## src/rtl/core/lrpg_pkg.sv

```systemverilog
// ============================================================================
// LED ring pattern generator - shared definitions
// Widths, register indexes, pattern codes and the control/status bundles
// that join the controller to the datapath.
// ============================================================================
`default_nettype none

package lrpg_pkg;

    // Field widths
    localparam int TICK_W   = 32;
    localparam int COL_W    = 8;
    localparam int PIX_W    = 4;
    localparam int SPAN_W   = 5;
    localparam int PAT_W    = 3;
    localparam int DIVR_W   = 8;
    localparam int RLEN_W   = 5;
    localparam int CFG_W    = 8;
    localparam int CFGI_W   = 3;
    localparam int CD_W     = 12;

    // Serial divider: 32-bit dividend, 8-bit divisor
    localparam int DIVD_W   = 32;
    localparam int DIVS_W   = 8;

    localparam int MAX_LEDS_DEF = 16;

    localparam logic [CD_W-1:0] TIMEOUT_RELOAD = CD_W'(100 * 30);

    // Register indexes
    localparam logic [CFGI_W-1:0] REG_PATTERN   = 3'd0;
    localparam logic [CFGI_W-1:0] REG_RED       = 3'd1;
    localparam logic [CFGI_W-1:0] REG_GREEN     = 3'd2;
    localparam logic [CFGI_W-1:0] REG_BLUE      = 3'd3;
    localparam logic [CFGI_W-1:0] REG_SPAN      = 3'd4;
    localparam logic [CFGI_W-1:0] REG_DIVIDER   = 3'd5;
    localparam logic [CFGI_W-1:0] REG_TIMEOUT   = 3'd6;
    localparam logic [CFGI_W-1:0] REG_RING_LEN  = 3'd7;

    // Pattern codes
    localparam logic [PAT_W-1:0] PAT_TAIL  = 3'd1;
    localparam logic [PAT_W-1:0] PAT_CROSS = 3'd2;
    localparam logic [PAT_W-1:0] PAT_CLOCK = 3'd3;
    localparam logic [PAT_W-1:0] PAT_RIDER = 3'd4;
    localparam logic [PAT_W-1:0] PAT_BLINK = 3'd5;
    localparam logic [PAT_W-1:0] PAT_SOLID = 3'd6;

    // Division jobs run on the shared serial divider
    typedef enum logic [2:0] {
        JOB_TICK  = 3'd0,   // |tick| / |divider|
        JOB_MOD   = 3'd1,   // |q| / ring length
        JOB_TURN  = 3'd2,   // |q / len| / ring length
        JOB_RED   = 3'd3,   // red / span
        JOB_GREEN = 3'd4,   // green / span
        JOB_BLUE  = 3'd5    // blue / span
    } div_job_t;

    typedef struct packed {
        logic     accept;
        logic     div_start;
        div_job_t div_job;
        logic     q_store;
        logic     prep;
        logic     cnt_clr;
        logic     cnt_inc;
        logic     clr_we;
        logic     draw_we;
        logic     emit_rd;
        logic     out_load;
    } lrpg_cmd_t;

    typedef struct packed {
        logic blank_now;
        logic blank_frame;
        logic q_match;
        logic need_rgb;
        logic div_done;
        logic cnt_last;
        logic cnt_at_n;
        logic out_taken;
    } lrpg_stat_t;

endpackage

`default_nettype wire

```

## src/rtl/core/lrpg_div.sv

```systemverilog
// ============================================================================
// LED ring pattern generator - serial divider
// Restoring unsigned divider, one quotient bit per cycle. done pulses in the
// cycle after the last step; quotient and remainder hold until next start.
// ============================================================================
`default_nettype none

module lrpg_div
    import lrpg_pkg::*;
(
    input  wire logic              clk,
    input  wire logic              rst_n,
    input  wire logic              start,
    input  wire logic [DIVD_W-1:0] dividend,
    input  wire logic [DIVS_W-1:0] divisor,
    output logic                   done,
    output logic [DIVD_W-1:0]      quotient,
    output logic [DIVS_W-1:0]      remainder
);

    localparam int STEP_W = $clog2(DIVD_W);

    logic [DIVD_W-1:0] dvd_reg;
    logic [DIVS_W-1:0] dvs_reg;
    logic [DIVS_W-1:0] rem_reg;
    logic [STEP_W-1:0] step_reg;
    logic              run_reg;
    logic              done_reg;

    logic [DIVS_W:0]   shifted;
    logic [DIVS_W:0]   diff;
    logic              fits;

    // trial subtract
    assign shifted = {rem_reg, dvd_reg[DIVD_W-1]};
    assign diff    = shifted - {1'b0, dvs_reg};
    assign fits    = (shifted >= {1'b0, dvs_reg});

    // control
    always_ff @(posedge clk or negedge rst_n)
    begin
        if (!rst_n)
        begin
            run_reg  <= 1'b0;
            done_reg <= 1'b0;
            step_reg <= '0;
        end
        else
        begin
            done_reg <= 1'b0;
            if (start)
            begin
                run_reg  <= 1'b1;
                step_reg <= '0;
            end
            else if (run_reg)
            begin
                step_reg <= step_reg + STEP_W'(1);
                if (step_reg == STEP_W'(DIVD_W - 1))
                begin
                    run_reg  <= 1'b0;
                    done_reg <= 1'b1;
                end
            end
        end
    end

    // datapath
    always_ff @(posedge clk)
    begin
        if (start)
        begin
            dvd_reg <= dividend;
            dvs_reg <= divisor;
            rem_reg <= '0;
        end
        else if (run_reg)
        begin
            dvd_reg <= {dvd_reg[DIVD_W-2:0], fits};
            rem_reg <= fits ? diff[DIVS_W-1:0] : shifted[DIVS_W-1:0];
        end
    end

    assign done      = done_reg;
    assign quotient  = dvd_reg;
    assign remainder = rem_reg;

endmodule

`default_nettype wire

```

## src/rtl/core/lrpg_ctrl.sv

```systemverilog
// ============================================================================
// LED ring pattern generator - controller
// Sequences accept, divisions, frame clear, pattern draw and pixel emit.
// ============================================================================
`default_nettype none

module lrpg_ctrl
    import lrpg_pkg::*;
(
    input  wire logic       clk,
    input  wire logic       rst_n,
    input  wire logic       in_valid,
    output logic            in_stall,
    input  wire lrpg_stat_t stat,
    output lrpg_cmd_t       cmd
);

    typedef enum logic [13:0] {
        ST_IDLE = 14'b00000000000001,
        ST_DIVQ = 14'b00000000000010,
        ST_CMP  = 14'b00000000000100,
        ST_DIVM = 14'b00000000001000,
        ST_DIVW = 14'b00000000010000,
        ST_DIVR = 14'b00000000100000,
        ST_DIVG = 14'b00000001000000,
        ST_DIVB = 14'b00000010000000,
        ST_PREP = 14'b00000100000000,
        ST_CLR  = 14'b00001000000000,
        ST_DRAW = 14'b00010000000000,
        ST_EMRD = 14'b00100000000000,
        ST_EMLD = 14'b01000000000000,
        ST_EMWT = 14'b10000000000000
    } state_t;

    state_t state_reg;
    state_t state_next;

    always_ff @(posedge clk or negedge rst_n)
    begin
        if (!rst_n)
            state_reg <= ST_IDLE;
        else
            state_reg <= state_next;
    end

    assign in_stall = (state_reg != ST_IDLE);

    // next state and commands
    always_comb
    begin
        state_next = state_reg;
        cmd        = '0;
        cmd.div_job = JOB_TICK;
        unique case (state_reg)
            ST_IDLE:
            begin
                if (in_valid)
                begin
                    cmd.accept = 1'b1;
                    if (stat.blank_now)
                    begin
                        cmd.cnt_clr = 1'b1;
                        state_next  = ST_CLR;
                    end
                    else
                    begin
                        cmd.div_start = 1'b1;
                        cmd.div_job   = JOB_TICK;
                        state_next    = ST_DIVQ;
                    end
                end
            end
            ST_DIVQ:
            begin
                if (stat.div_done)
                    state_next = ST_CMP;
            end
            ST_CMP:
            begin
                if (stat.q_match)
                    state_next = ST_IDLE;
                else
                begin
                    cmd.q_store   = 1'b1;
                    cmd.div_start = 1'b1;
                    cmd.div_job   = JOB_MOD;
                    state_next    = ST_DIVM;
                end
            end
            ST_DIVM:
            begin
                if (stat.div_done)
                begin
                    cmd.div_start = 1'b1;
                    cmd.div_job   = JOB_TURN;
                    state_next    = ST_DIVW;
                end
            end
            ST_DIVW:
            begin
                if (stat.div_done)
                begin
                    if (stat.need_rgb)
                    begin
                        cmd.div_start = 1'b1;
                        cmd.div_job   = JOB_RED;
                        state_next    = ST_DIVR;
                    end
                    else
                        state_next = ST_PREP;
                end
            end
            ST_DIVR:
            begin
                if (stat.div_done)
                begin
                    cmd.div_start = 1'b1;
                    cmd.div_job   = JOB_GREEN;
                    state_next    = ST_DIVG;
                end
            end
            ST_DIVG:
            begin
                if (stat.div_done)
                begin
                    cmd.div_start = 1'b1;
                    cmd.div_job   = JOB_BLUE;
                    state_next    = ST_DIVB;
                end
            end
            ST_DIVB:
            begin
                if (stat.div_done)
                    state_next = ST_PREP;
            end
            ST_PREP:
            begin
                cmd.prep    = 1'b1;
                cmd.cnt_clr = 1'b1;
                state_next  = ST_CLR;
            end
            ST_CLR:
            begin
                cmd.clr_we = 1'b1;
                if (stat.cnt_last)
                begin
                    cmd.cnt_clr = 1'b1;
                    state_next  = stat.blank_frame ? ST_EMRD : ST_DRAW;
                end
                else
                    cmd.cnt_inc = 1'b1;
            end
            ST_DRAW:
            begin
                if (stat.cnt_at_n)
                begin
                    cmd.cnt_clr = 1'b1;
                    state_next  = ST_EMRD;
                end
                else
                begin
                    cmd.draw_we = 1'b1;
                    cmd.cnt_inc = 1'b1;
                end
            end
            ST_EMRD:
            begin
                cmd.emit_rd = 1'b1;
                state_next  = ST_EMLD;
            end
            ST_EMLD:
            begin
                cmd.out_load = 1'b1;
                state_next   = ST_EMWT;
            end
            ST_EMWT:
            begin
                if (stat.out_taken)
                begin
                    if (stat.cnt_last)
                        state_next = ST_IDLE;
                    else
                    begin
                        cmd.cnt_inc = 1'b1;
                        state_next  = ST_EMRD;
                    end
                end
            end
            default:
                state_next = ST_IDLE;
        endcase
    end

endmodule

`default_nettype wire

```

## src/rtl/core/lrpg_dp.sv

```systemverilog
// ============================================================================
// LED ring pattern generator - datapath
// Config registers, countdown, quotient tracking, serial divider, frame
// buffer, pattern stepping and the output register.
// ============================================================================
`default_nettype none

module lrpg_dp
    import lrpg_pkg::*;
#(
    parameter int MAX_LEDS = MAX_LEDS_DEF
)
(
    input  wire logic              clk,
    input  wire logic              rst_n,
    input  wire logic              cfg_write,
    input  wire logic [CFGI_W-1:0] cfg_index,
    input  wire logic [CFG_W-1:0]  cfg_data,
    input  wire logic [TICK_W-1:0] frame_index,
    input  wire logic              out_stall,
    output logic                   out_valid,
    output logic [PIX_W-1:0]       pixel_index,
    output logic [COL_W-1:0]       red_out,
    output logic [COL_W-1:0]       green_out,
    output logic [COL_W-1:0]       blue_out,
    output logic                   last,
    input  wire lrpg_cmd_t         cmd,
    output lrpg_stat_t             stat
);

    localparam int IDX_W = (MAX_LEDS > 1) ? $clog2(MAX_LEDS) : 1;
    localparam int LEN_W = $clog2(MAX_LEDS + 1);
    localparam int CNT_W = (LEN_W > SPAN_W) ? LEN_W : SPAN_W;
    localparam int PIXD_W = 3 * COL_W;

    // configuration
    logic [PAT_W-1:0]  pattern_reg;
    logic [COL_W-1:0]  red_reg;
    logic [COL_W-1:0]  green_reg;
    logic [COL_W-1:0]  blue_reg;
    logic [SPAN_W-1:0] span_reg;
    logic [DIVR_W-1:0] divider_reg;
    logic              tmo_en_reg;
    logic [RLEN_W-1:0] ring_len_reg;
    logic [CD_W-1:0]   cd_reg;

    logic              tmo_en_new;

    // frame state
    logic [TICK_W-1:0] q_reg;
    logic [TICK_W-1:0] prev_q_reg;
    logic              tick_neg_reg;
    logic              blank_reg;
    div_job_t          job_reg;
    logic [IDX_W-1:0]  m1_reg;
    logic              way_neg_reg;
    logic [COL_W-1:0]  rq_reg, gq_reg, bq_reg;
    logic [SPAN_W-1:0] rr_reg, gr_reg, br_reg;

    // draw state
    logic [CNT_W-1:0]  cnt_reg;
    logic [CNT_W-1:0]  n_reg;
    logic [IDX_W-1:0]  pos_reg;
    logic              step_neg_reg;
    logic [SPAN_W-1:0] gap_cnt_reg;
    logic [COL_W:0]    ra_q_reg, ga_q_reg, ba_q_reg;
    logic [SPAN_W-1:0] ra_r_reg, ga_r_reg, ba_r_reg;

    // buffer and output
    logic [PIXD_W-1:0] fb_mem [MAX_LEDS];
    logic [PIXD_W-1:0] rd_reg;
    logic              out_valid_reg;
    logic [PIX_W-1:0]  pix_reg;
    logic [COL_W-1:0]  r_out_reg, g_out_reg, b_out_reg;
    logic              last_reg;

    // derived values
    logic [LEN_W-1:0]  len;
    logic              div_neg;
    logic [DIVR_W-1:0] mag;
    logic [DIVD_W-1:0] div_dvd;
    logic [DIVS_W-1:0] div_dvs;
    logic              div_done;
    logic [DIVD_W-1:0] div_quo;
    logic [DIVS_W-1:0] div_rem;
    logic [TICK_W-1:0] tick_mag;
    logic [TICK_W-1:0] q_mag;
    logic [TICK_W-1:0] q_new;
    logic [IDX_W-1:0]  m2;
    logic [LEN_W-1:0]  turn_mod;
    logic              cnt_last;
    logic              q_neg;
    logic              pd_neg;
    logic              pw_neg;
    logic [IDX_W-1:0]  pos_dir;
    logic [IDX_W-1:0]  pos_way;
    logic [IDX_W-1:0]  pos_step;
    logic [IDX_W-1:0]  draw_addr;
    logic [PIXD_W-1:0] draw_data;
    logic [SPAN_W-1:0] gap;
    logic [SPAN_W:0]   gap_inc;
    logic              blink_on;

    // ring length clamped to 1..MAX_LEDS
    always_comb
    begin
        if (ring_len_reg == '0)
            len = LEN_W'(1);
        else if (32'(ring_len_reg) > 32'(MAX_LEDS))
            len = LEN_W'(MAX_LEDS);
        else
            len = LEN_W'(ring_len_reg);
    end

    assign div_neg = divider_reg[DIVR_W-1];

    // divider magnitude, zero counts as one
    always_comb
    begin
        if (divider_reg == '0)
            mag = DIVR_W'(1);
        else if (div_neg)
            mag = -divider_reg;
        else
            mag = divider_reg;
    end

    // config writes and countdown
    assign tmo_en_new = (cfg_index == REG_TIMEOUT) ? cfg_data[0] : tmo_en_reg;

    always_ff @(posedge clk or negedge rst_n)
    begin
        if (!rst_n)
        begin
            pattern_reg  <= '0;
            red_reg      <= '0;
            green_reg    <= '0;
            blue_reg     <= '0;
            span_reg     <= '0;
            divider_reg  <= DIVR_W'(1);
            tmo_en_reg   <= 1'b0;
            ring_len_reg <= RLEN_W'(16);
            cd_reg       <= '0;
        end
        else if (cfg_write)
        begin
            unique case (cfg_index)
                REG_PATTERN:  pattern_reg  <= cfg_data[PAT_W-1:0];
                REG_RED:      red_reg      <= cfg_data;
                REG_GREEN:    green_reg    <= cfg_data;
                REG_BLUE:     blue_reg     <= cfg_data;
                REG_SPAN:     span_reg     <= cfg_data[SPAN_W-1:0];
                REG_DIVIDER:  divider_reg  <= cfg_data;
                REG_TIMEOUT:  tmo_en_reg   <= cfg_data[0];
                REG_RING_LEN: ring_len_reg <= cfg_data[RLEN_W-1:0];
                default:      pattern_reg  <= pattern_reg;
            endcase
            if (tmo_en_new)
                cd_reg <= TIMEOUT_RELOAD;
        end
        else if (cmd.accept && tmo_en_reg && (cd_reg != '0))
            cd_reg <= cd_reg - CD_W'(1);
    end

    // shared serial divider
    assign tick_mag = frame_index[TICK_W-1] ? -frame_index : frame_index;
    assign q_mag    = q_reg[TICK_W-1] ? -q_reg : q_reg;

    always_comb
    begin
        unique case (cmd.div_job)
            JOB_TICK:  begin div_dvd = tick_mag;          div_dvs = mag;              end
            JOB_MOD:   begin div_dvd = q_mag;             div_dvs = DIVS_W'(len);     end
            JOB_TURN:  begin div_dvd = div_quo;           div_dvs = DIVS_W'(len);     end
            JOB_RED:   begin div_dvd = DIVD_W'(red_reg);   div_dvs = DIVS_W'(span_reg); end
            JOB_GREEN: begin div_dvd = DIVD_W'(green_reg); div_dvs = DIVS_W'(span_reg); end
            JOB_BLUE:  begin div_dvd = DIVD_W'(blue_reg);  div_dvs = DIVS_W'(span_reg); end
            default:   begin div_dvd = tick_mag;          div_dvs = mag;              end
        endcase
    end

    lrpg_div u_div (
        .clk       (clk),
        .rst_n     (rst_n),
        .start     (cmd.div_start),
        .dividend  (div_dvd),
        .divisor   (div_dvs),
        .done      (div_done),
        .quotient  (div_quo),
        .remainder (div_rem)
    );

    // quotient sign and turn parity (floor mod of q/len over len)
    assign q_new    = tick_neg_reg ? -div_quo : div_quo;
    assign q_neg    = q_reg[TICK_W-1];
    assign m2       = IDX_W'(div_rem);
    assign turn_mod = (q_neg && (m2 != '0)) ? (len - LEN_W'(m2)) : LEN_W'(m2);

    // previous quotient, reset to minus one
    always_ff @(posedge clk or negedge rst_n)
    begin
        if (!rst_n)
            prev_q_reg <= '1;
        else if (cmd.q_store)
            prev_q_reg <= q_reg;
    end

    // control flags
    always_ff @(posedge clk or negedge rst_n)
    begin
        if (!rst_n)
        begin
            blank_reg <= 1'b0;
            job_reg   <= JOB_TICK;
        end
        else
        begin
            if (cmd.accept)
                blank_reg <= tmo_en_reg && (cd_reg == '0);
            if (cmd.div_start)
                job_reg <= cmd.div_job;
        end
    end

    // capture division results
    always_ff @(posedge clk)
    begin
        if (cmd.accept)
            tick_neg_reg <= frame_index[TICK_W-1];
        if (div_done)
        begin
            unique case (job_reg)
                JOB_TICK:  q_reg <= q_new;
                JOB_MOD:   m1_reg <= IDX_W'(div_rem);
                JOB_TURN:  way_neg_reg <= turn_mod[0] ^ div_neg;
                JOB_RED:   begin rq_reg <= COL_W'(div_quo); rr_reg <= SPAN_W'(div_rem); end
                JOB_GREEN: begin gq_reg <= COL_W'(div_quo); gr_reg <= SPAN_W'(div_rem); end
                JOB_BLUE:  begin bq_reg <= COL_W'(div_quo); br_reg <= SPAN_W'(div_rem); end
                default:   q_reg <= q_reg;
            endcase
        end
    end

    // start positions: floor mod of q*dir and q*way over len
    assign pd_neg  = q_neg ^ div_neg;
    assign pw_neg  = q_neg ^ way_neg_reg;
    assign pos_dir = (pd_neg && (m1_reg != '0)) ? IDX_W'(len - LEN_W'(m1_reg)) : m1_reg;
    assign pos_way = (pw_neg && (m1_reg != '0)) ? IDX_W'(len - LEN_W'(m1_reg)) : m1_reg;

    // next ring position
    always_comb
    begin
        if (step_neg_reg)
            pos_step = (pos_reg == '0) ? IDX_W'(len - LEN_W'(1)) : pos_reg - IDX_W'(1);
        else
            pos_step = (pos_reg == IDX_W'(len - LEN_W'(1))) ? '0 : pos_reg + IDX_W'(1);
    end

    assign gap      = (span_reg == '0) ? SPAN_W'(1) : span_reg;
    assign gap_inc  = {1'b0, gap_cnt_reg} + (SPAN_W+1)'(1);
    assign blink_on = q_reg[0] ^ div_neg;

    // pixel written by the pattern
    always_comb
    begin
        draw_addr = cnt_reg[IDX_W-1:0];
        draw_data = '0;
        unique case (pattern_reg)
            PAT_TAIL:
            begin
                draw_addr = pos_reg;
                draw_data = {ra_q_reg[COL_W-1:0], ga_q_reg[COL_W-1:0], ba_q_reg[COL_W-1:0]};
            end
            PAT_CROSS:
            begin
                draw_addr = pos_reg;
                draw_data = (gap_cnt_reg == '0) ? {red_reg, green_reg, blue_reg} : '0;
            end
            PAT_RIDER:
            begin
                draw_addr = pos_reg;
                draw_data = {red_reg, green_reg, blue_reg};
            end
            PAT_BLINK:
                draw_data = blink_on ? {red_reg, green_reg, blue_reg} : '0;
            PAT_CLOCK, PAT_SOLID:
                draw_data = {red_reg, green_reg, blue_reg};
            default:
                draw_data = '0;
        endcase
    end

    // draw setup and per-pixel stepping
    always_ff @(posedge clk)
    begin
        if (cmd.prep)
        begin
            pos_reg      <= (pattern_reg == PAT_RIDER) ? pos_way : pos_dir;
            step_neg_reg <= (pattern_reg == PAT_RIDER) ? way_neg_reg : div_neg;
            gap_cnt_reg  <= '0;
            ra_q_reg     <= '0;
            ga_q_reg     <= '0;
            ba_q_reg     <= '0;
            ra_r_reg     <= '0;
            ga_r_reg     <= '0;
            ba_r_reg     <= '0;
            unique case (pattern_reg)
                PAT_TAIL, PAT_RIDER:            n_reg <= CNT_W'(span_reg);
                PAT_CROSS, PAT_BLINK, PAT_SOLID: n_reg <= CNT_W'(len);
                PAT_CLOCK:                      n_reg <= CNT_W'(pos_dir);
                default:                        n_reg <= '0;
            endcase
        end
        else if (cmd.draw_we)
        begin
            pos_reg     <= pos_step;
            gap_cnt_reg <= (gap_inc == (SPAN_W+1)'(gap)) ? '0 : gap_inc[SPAN_W-1:0];
            // running color*x/span as quotient and remainder
            if (({1'b0, ra_r_reg} + {1'b0, rr_reg}) >= {1'b0, span_reg})
            begin
                ra_r_reg <= ra_r_reg + rr_reg - span_reg;
                ra_q_reg <= ra_q_reg + (COL_W+1)'(rq_reg) + (COL_W+1)'(1);
            end
            else
            begin
                ra_r_reg <= ra_r_reg + rr_reg;
                ra_q_reg <= ra_q_reg + (COL_W+1)'(rq_reg);
            end
            if (({1'b0, ga_r_reg} + {1'b0, gr_reg}) >= {1'b0, span_reg})
            begin
                ga_r_reg <= ga_r_reg + gr_reg - span_reg;
                ga_q_reg <= ga_q_reg + (COL_W+1)'(gq_reg) + (COL_W+1)'(1);
            end
            else
            begin
                ga_r_reg <= ga_r_reg + gr_reg;
                ga_q_reg <= ga_q_reg + (COL_W+1)'(gq_reg);
            end
            if (({1'b0, ba_r_reg} + {1'b0, br_reg}) >= {1'b0, span_reg})
            begin
                ba_r_reg <= ba_r_reg + br_reg - span_reg;
                ba_q_reg <= ba_q_reg + (COL_W+1)'(bq_reg) + (COL_W+1)'(1);
            end
            else
            begin
                ba_r_reg <= ba_r_reg + br_reg;
                ba_q_reg <= ba_q_reg + (COL_W+1)'(bq_reg);
            end
        end
    end

    // shared sweep counter for clear, draw and emit
    always_ff @(posedge clk or negedge rst_n)
    begin
        if (!rst_n)
            cnt_reg <= '0;
        else if (cmd.cnt_clr)
            cnt_reg <= '0;
        else if (cmd.cnt_inc)
            cnt_reg <= cnt_reg + CNT_W'(1);
    end

    assign cnt_last = (cnt_reg == CNT_W'(len - LEN_W'(1)));

    // frame buffer
    always_ff @(posedge clk)
    begin
        if (cmd.clr_we)
            fb_mem[cnt_reg[IDX_W-1:0]] <= '0;
        else if (cmd.draw_we)
            fb_mem[draw_addr] <= draw_data;
        if (cmd.emit_rd)
            rd_reg <= fb_mem[cnt_reg[IDX_W-1:0]];
    end

    // output register
    always_ff @(posedge clk or negedge rst_n)
    begin
        if (!rst_n)
            out_valid_reg <= 1'b0;
        else if (cmd.out_load)
            out_valid_reg <= 1'b1;
        else if (out_valid_reg && !out_stall)
            out_valid_reg <= 1'b0;
    end

    always_ff @(posedge clk)
    begin
        if (cmd.out_load)
        begin
            pix_reg   <= PIX_W'(cnt_reg);
            r_out_reg <= rd_reg[3*COL_W-1:2*COL_W];
            g_out_reg <= rd_reg[2*COL_W-1:COL_W];
            b_out_reg <= rd_reg[COL_W-1:0];
            last_reg  <= cnt_last;
        end
    end

    assign out_valid   = out_valid_reg;
    assign pixel_index = pix_reg;
    assign red_out     = r_out_reg;
    assign green_out   = g_out_reg;
    assign blue_out    = b_out_reg;
    assign last        = last_reg;

    // status to controller
    always_comb
    begin
        stat             = '0;
        stat.blank_now   = tmo_en_reg && (cd_reg == '0);
        stat.blank_frame = blank_reg;
        stat.q_match     = (q_reg == prev_q_reg);
        stat.need_rgb    = (pattern_reg == PAT_TAIL) && (span_reg != '0);
        stat.div_done    = div_done;
        stat.cnt_last    = cnt_last;
        stat.cnt_at_n    = (cnt_reg == n_reg);
        stat.out_taken   = out_valid_reg && !out_stall;
    end

endmodule

`default_nettype wire

```

## src/rtl/core/led_ring_pattern_generator.sv

```systemverilog
// Sequence: tick divide, compare, position and turn divides [and color divides for the
//   tail pattern with a nonzero span], prep, clear, draw, then for each pixel a buffer
//   read, output load and wait. A blanked tick goes from accept to clear and emit, no draw.
// Flow: one tick at a time; in_stall stays high from accept until the last pixel is taken.
//   A repeated quotient ends after the compare with no pixels. The 32-step divider sets the pace.
// Reset: asynchronous, sets config registers and countdown to defaults and previous quotient to minus one.
// ============================================================================
// LED ring pattern generator - top level
// Turns frame ticks into ring colors for one of several animated patterns.
// ============================================================================
`default_nettype none

module led_ring_pattern_generator
    import lrpg_pkg::*;
#(
    parameter int MAX_LEDS = MAX_LEDS_DEF
)
(
    input  wire logic              clk,
    input  wire logic              rst_n,
    input  wire logic              cfg_write,
    input  wire logic [CFGI_W-1:0] cfg_index,
    input  wire logic [CFG_W-1:0]  cfg_data,
    input  wire logic              in_valid,
    output logic                   in_stall,
    input  wire logic [TICK_W-1:0] frame_index,
    output logic                   out_valid,
    input  wire logic              out_stall,
    output logic [PIX_W-1:0]       pixel_index,
    output logic [COL_W-1:0]       red_out,
    output logic [COL_W-1:0]       green_out,
    output logic [COL_W-1:0]       blue_out,
    output logic                   last
);

    lrpg_cmd_t  cmd;
    lrpg_stat_t stat;

    lrpg_ctrl u_ctrl (
        .clk      (clk),
        .rst_n    (rst_n),
        .in_valid (in_valid),
        .in_stall (in_stall),
        .stat     (stat),
        .cmd      (cmd)
    );

    lrpg_dp #(
        .MAX_LEDS (MAX_LEDS)
    ) u_dp (
        .clk         (clk),
        .rst_n       (rst_n),
        .cfg_write   (cfg_write),
        .cfg_index   (cfg_index),
        .cfg_data    (cfg_data),
        .frame_index (frame_index),
        .out_stall   (out_stall),
        .out_valid   (out_valid),
        .pixel_index (pixel_index),
        .red_out     (red_out),
        .green_out   (green_out),
        .blue_out    (blue_out),
        .last        (last),
        .cmd         (cmd),
        .stat        (stat)
    );

endmodule

`default_nettype wire

```

## config.mk

```make
export PLATFORM = sky130hd
export DESIGN_NAME = led_ring_pattern_generator
export DESIGN_NICKNAME = d
export VERILOG_FILES = /design/src/rtl/core/lrpg_pkg.sv /design/src/rtl/core/lrpg_div.sv /design/src/rtl/core/lrpg_ctrl.sv /design/src/rtl/core/lrpg_dp.sv /design/src/rtl/core/led_ring_pattern_generator.sv
export SDC_FILE = /design/constraint.sdc
export NUM_CORES = 1
export LEC_CHECK = 0
export BUFFER_PORTS_ARGS = -buffer_cell sky130_fd_sc_hd__buf_2
export CAP_MARGIN = 40
export CELL_PAD_IN_SITES_DETAIL_PLACEMENT = 0
export CELL_PAD_IN_SITES_GLOBAL_PLACEMENT = 1
export CORE_AREA = 2 2 268 270
export CTS_BUF_LIST = sky130_fd_sc_hd__clkbuf_2
export DETAILED_ROUTE_END_ITERATION = 16
export DIE_AREA = 0 0 270 272
export PLACE_DENSITY = 0.88
export SLEW_MARGIN = 25
export SYNTH_ARGS = -nofsm -noshare
export SYNTH_HDL_FRONTEND = slang
export SYNTH_SLANG_ARGS = --single-unit
export TNS_END_PERCENT = 1
```

## constraint.sdc

```tcl
create_clock -name clk -period 4 [get_ports clk]
set_clock_uncertainty 0.05 [all_clocks]
set_input_delay 0.8 -clock clk [delete_from_list [all_inputs] [get_ports clk]]
set_output_delay 0.8 -clock clk [all_outputs]
set_load 0.1 [all_outputs]
```

==> summary.md <==
| Metric | Value |
|---|---|
| Num CTS Buffers | 184 |
| Area contributors post-synth | edfxtp_1, mux4_2, dfrtp_1 |
| Pre-Repair DR Iteration Count | 9 |
| Final Max Tran Viols | 0 |
| Hpwl dp | 60100 µm |
| Number of synthesized register bits | 737 |
| Synthesized area per cell | 13.8 µm² |
| Peak VDD IR | 0.563 mV |
| Post-route ant nets | 0 |
| CP max FO | 7 |
| Io pins | 79 |
| Critical path capture point type | output port |
| GRT Overall Usage | 23.9% |
| Placer Congestion | 0.932 |
| Sw Share | 31.5% |
| Fillers | 5679 |
| Combinational power share | 19.5% |
| GRT Residual Overflow | 0 |
| Routed WL | 87500 µm |
| Setup TNS | 0 ns |
| Crit. Startpoint | u_ctrl.state_reg[10] |
| Initial DRC Count | 2140 |
| Global-route wire length before repair | 136000 µm |
| Post-synthesis cell type count | 81 |
| CP Data Required Time | 3.15 ns |
| Rows | 98 |
| Min-delay worst type | input port to register |
| Synth top area share | 48.5% |
| Non-filler instance count after layout | 3942 |
| Yosys top cell by area | edfxtp_1 |
| Area grow syn2layout | 13.3% |
| CTS tree | yes |
| Kind of critical path | register to output port |
| Leakage power | 13.4 nW |
| Most used DFF post-synth | edfxtp_1 |
| Reg with most FFs | u_dp.fb_mem |
| Placed Cells | 3540 |
| DR WL/cell | 22.2 µm |
| Final worst path period need | 3.77 ns |
| Core Footprint | 70800 µm² |
| Clk pwr share | 27.5% |
| Initial antenna violation count | 3 |
| Worst-path clk slew | 0.07 ns |
| Latest clock arrival within the worst-skew pair | 1.44 ns |
| Max-capacitance violation count | 0 |
| Fraction of registers with async set or reset after synthesis | 16.4% |
| Switching power | 5.84 mW |
| Chip width | 270 µm |
| Worst Tran Pin Value | 0.896 ns |
| Min-delay src | out_stall |
| Max reg flops | 384 |
| Tcrit/Tclk final | 94.4% |
| Portion of total power attributed to sequential cells | 53.0% |
| H-Tree Depth | 4 |
| Vias in the first global route | 23876 |
| CTS root buf | clkbuf_2 |
| Vias per inst | 5.92 |
| Mapped cell area | 35000 µm² |
| Final Hold Fails | 0 |
| Max Freq | 0.265 GHz |
| Post-synth EDFFs | 564 |
| Total power | 18.5 mW |
| Mapped Cells | 2526 |
| CTS Buffer Depth | 3 |
| Cell internal pwr | 12.7 mW |
| Die area | 73400 µm² |
| CTS sink cnt | 737 |
| Yosys warning total | 0 |
| Syn_nets | 2663 |
| Pwr/cell area | 468 nW/µm² |
| Endpoints failing setup | 0 |
| Number of port buffers | 78 |
| Die H | 272 µm |
| # DRC | 0 |
| Status | completed |
| CP Launch Type | register |
| Largest net degree at the start of global routing | 103 |
| Reg2Reg Setup Slack | 0.50 ns |
| Slew HR | 40.3% |
| Starting Density | 49.4% |
| Vias | 23328 |
| Layout net count | 2972 |
| Reg2reg start | u_ctrl.state_reg[6] |
| WP data arrival | 2.92 ns |
| Sequential fraction of the synthesis area | 60.2% |
| Layout cells sized above 1 | 25.4% |
power by group through the flow:
stage / Combinational [mW] / Clock (mW) / Sequential [mW]
floorplan: 2.63 / 0 / 9.68
global placement: 3.38 / 0 / 9.92
detailed placement: 3.52 / 0 / 9.96
CTS: 3.59 / 5.24 / 9.79
global route: 3.98 / 5.63 / 9.89
finish: 3.61 / 5.10 / 9.81
metal layers:
layer	up-vias	global-route usage [%]	wire, µm
li1	10563	-	-
met2	966	40.1	42900
met5	-	0	17
met4	2	9.72	2970
met3	212	4.31	5820
met1	11585	31.0	35800
cell families (layout without fill, tap and decap cells):
group | after synthesis | in the layout | synth area share (%)
AOI/OAI and AO/OA | 496 | 496 | 9.64
xor gates and xnor gates | 216 | 216 | 5.41
adders and majority gates | 89 | 89 | 3.42
buffers and inverters | 191 | 651 | 2.05
DFF | 737 | 737 | 60.2
muxes | 216 | 216 | 10.8
other | 0 | 6 | 0
and+or+nand+nor | 581 | 581 | 8.47
per-stage QoR:
stage | worst slack [ns] | area, µm² | utilization, % | hold slack (ns)
6_report | 0.225 | 39600 | 56.0 | 0.130
3_3_place_gp | 0.595 | 37200 | 52.5 | 0.351
5_1_grt | -0.00571 | 39600 | 56.0 | 0.0360
3_5_place_dp | 0.531 | 37200 | 52.6 | 0.355
4_1_cts | 0.126 | 39600 | 56.0 | 0.0141
2_1_floorplan | 0.0784 | 35000 | - | 0.350
final timing paths:
| path | cells after the start | endpoint |
|---|---|---|
| worst max-delay path | 3 | in_stall |
| worst min-delay path | 4 | u_dp.out_valid |
| worst max register to register | 11 | u_dp.u_div.quotient[31] |
| worst min register to register | 0 | u_dp.red_out[2] |
| max in group asynchronous | 4 | u_dp.prev_q_reg[3] |
| min in group asynchronous | 3 | u_dp.prev_q_reg[24] |
worst max-delay path: stages (launching register included):
cell and delay (ns):
dfrtp_1 0.46, nor4_4 0.45, nand4_1 0.30, buf_4 0.33
Yosys cell counts, drive strengths merged (35+ instances only):
cell,n
a21oi,81
clkbuf,92
dfrtp,86
dfstp,35
dfxtp,52
edfxtp,564
ha,78
inv,74
mux2,76
mux4,121
nand2,113
nand3,67
nor2,165
o21ai,132
xnor2,131
xor2,85
final cells by class:
class	count	area [µm²]	area share [%]
Antenna cell	6	15.0	0.0379
Clock buffer	264	1320	3.34
Clock inverter	73	424	1.07
Inverter	75	282	0.711
Multi-Input combinational cell	1598	13300	33.6
Sequential cell	737	21100	53.2
Tap cell	950	1190	3.00
Timing Repair Buffer	239	2000	5.06
cell usage in the layout (no fill, tap or decap), types with 14 or more instances in the layout:
cell type	instances
edfxtp_1	564
clkbuf_2	264
nor2_1	148
o21ai_0	132
xnor2_1	131
mux4_2	121
nand2_1	112
xor2_1	85
buf_4	85
dfrtp_1	82
a21oi_1	80
ha_1	78
mux2_2	76
buf_2	76
inv_1	74
nand3_1	67
dlygate4sd3_1	57
dfxtp_1	52
clkinv_1	48
dfstp_2	35
a22oi_1	32
o31ai_1	30
nor3_1	28
nand4_1	24
a21o_1	24
nand2b_1	23
o41ai_1	23
or3_1	22
nor4_1	20
or4_1	20
mux2i_1	19
buf_12	17
nor2b_1	16
nor2_2	16
a211oi_1	15
and3_1	14
a31oi_1	14
repair_timing:
action	CTS	global route
resized for setup	4	0
endpoints found under the setup margin	1	1
setup buffers	1	0
pin swaps	1	1
endpoints found under the hold margin	194	0
hold buffers	58	0
No activity file was read; power rests on OpenSTA's default activity.
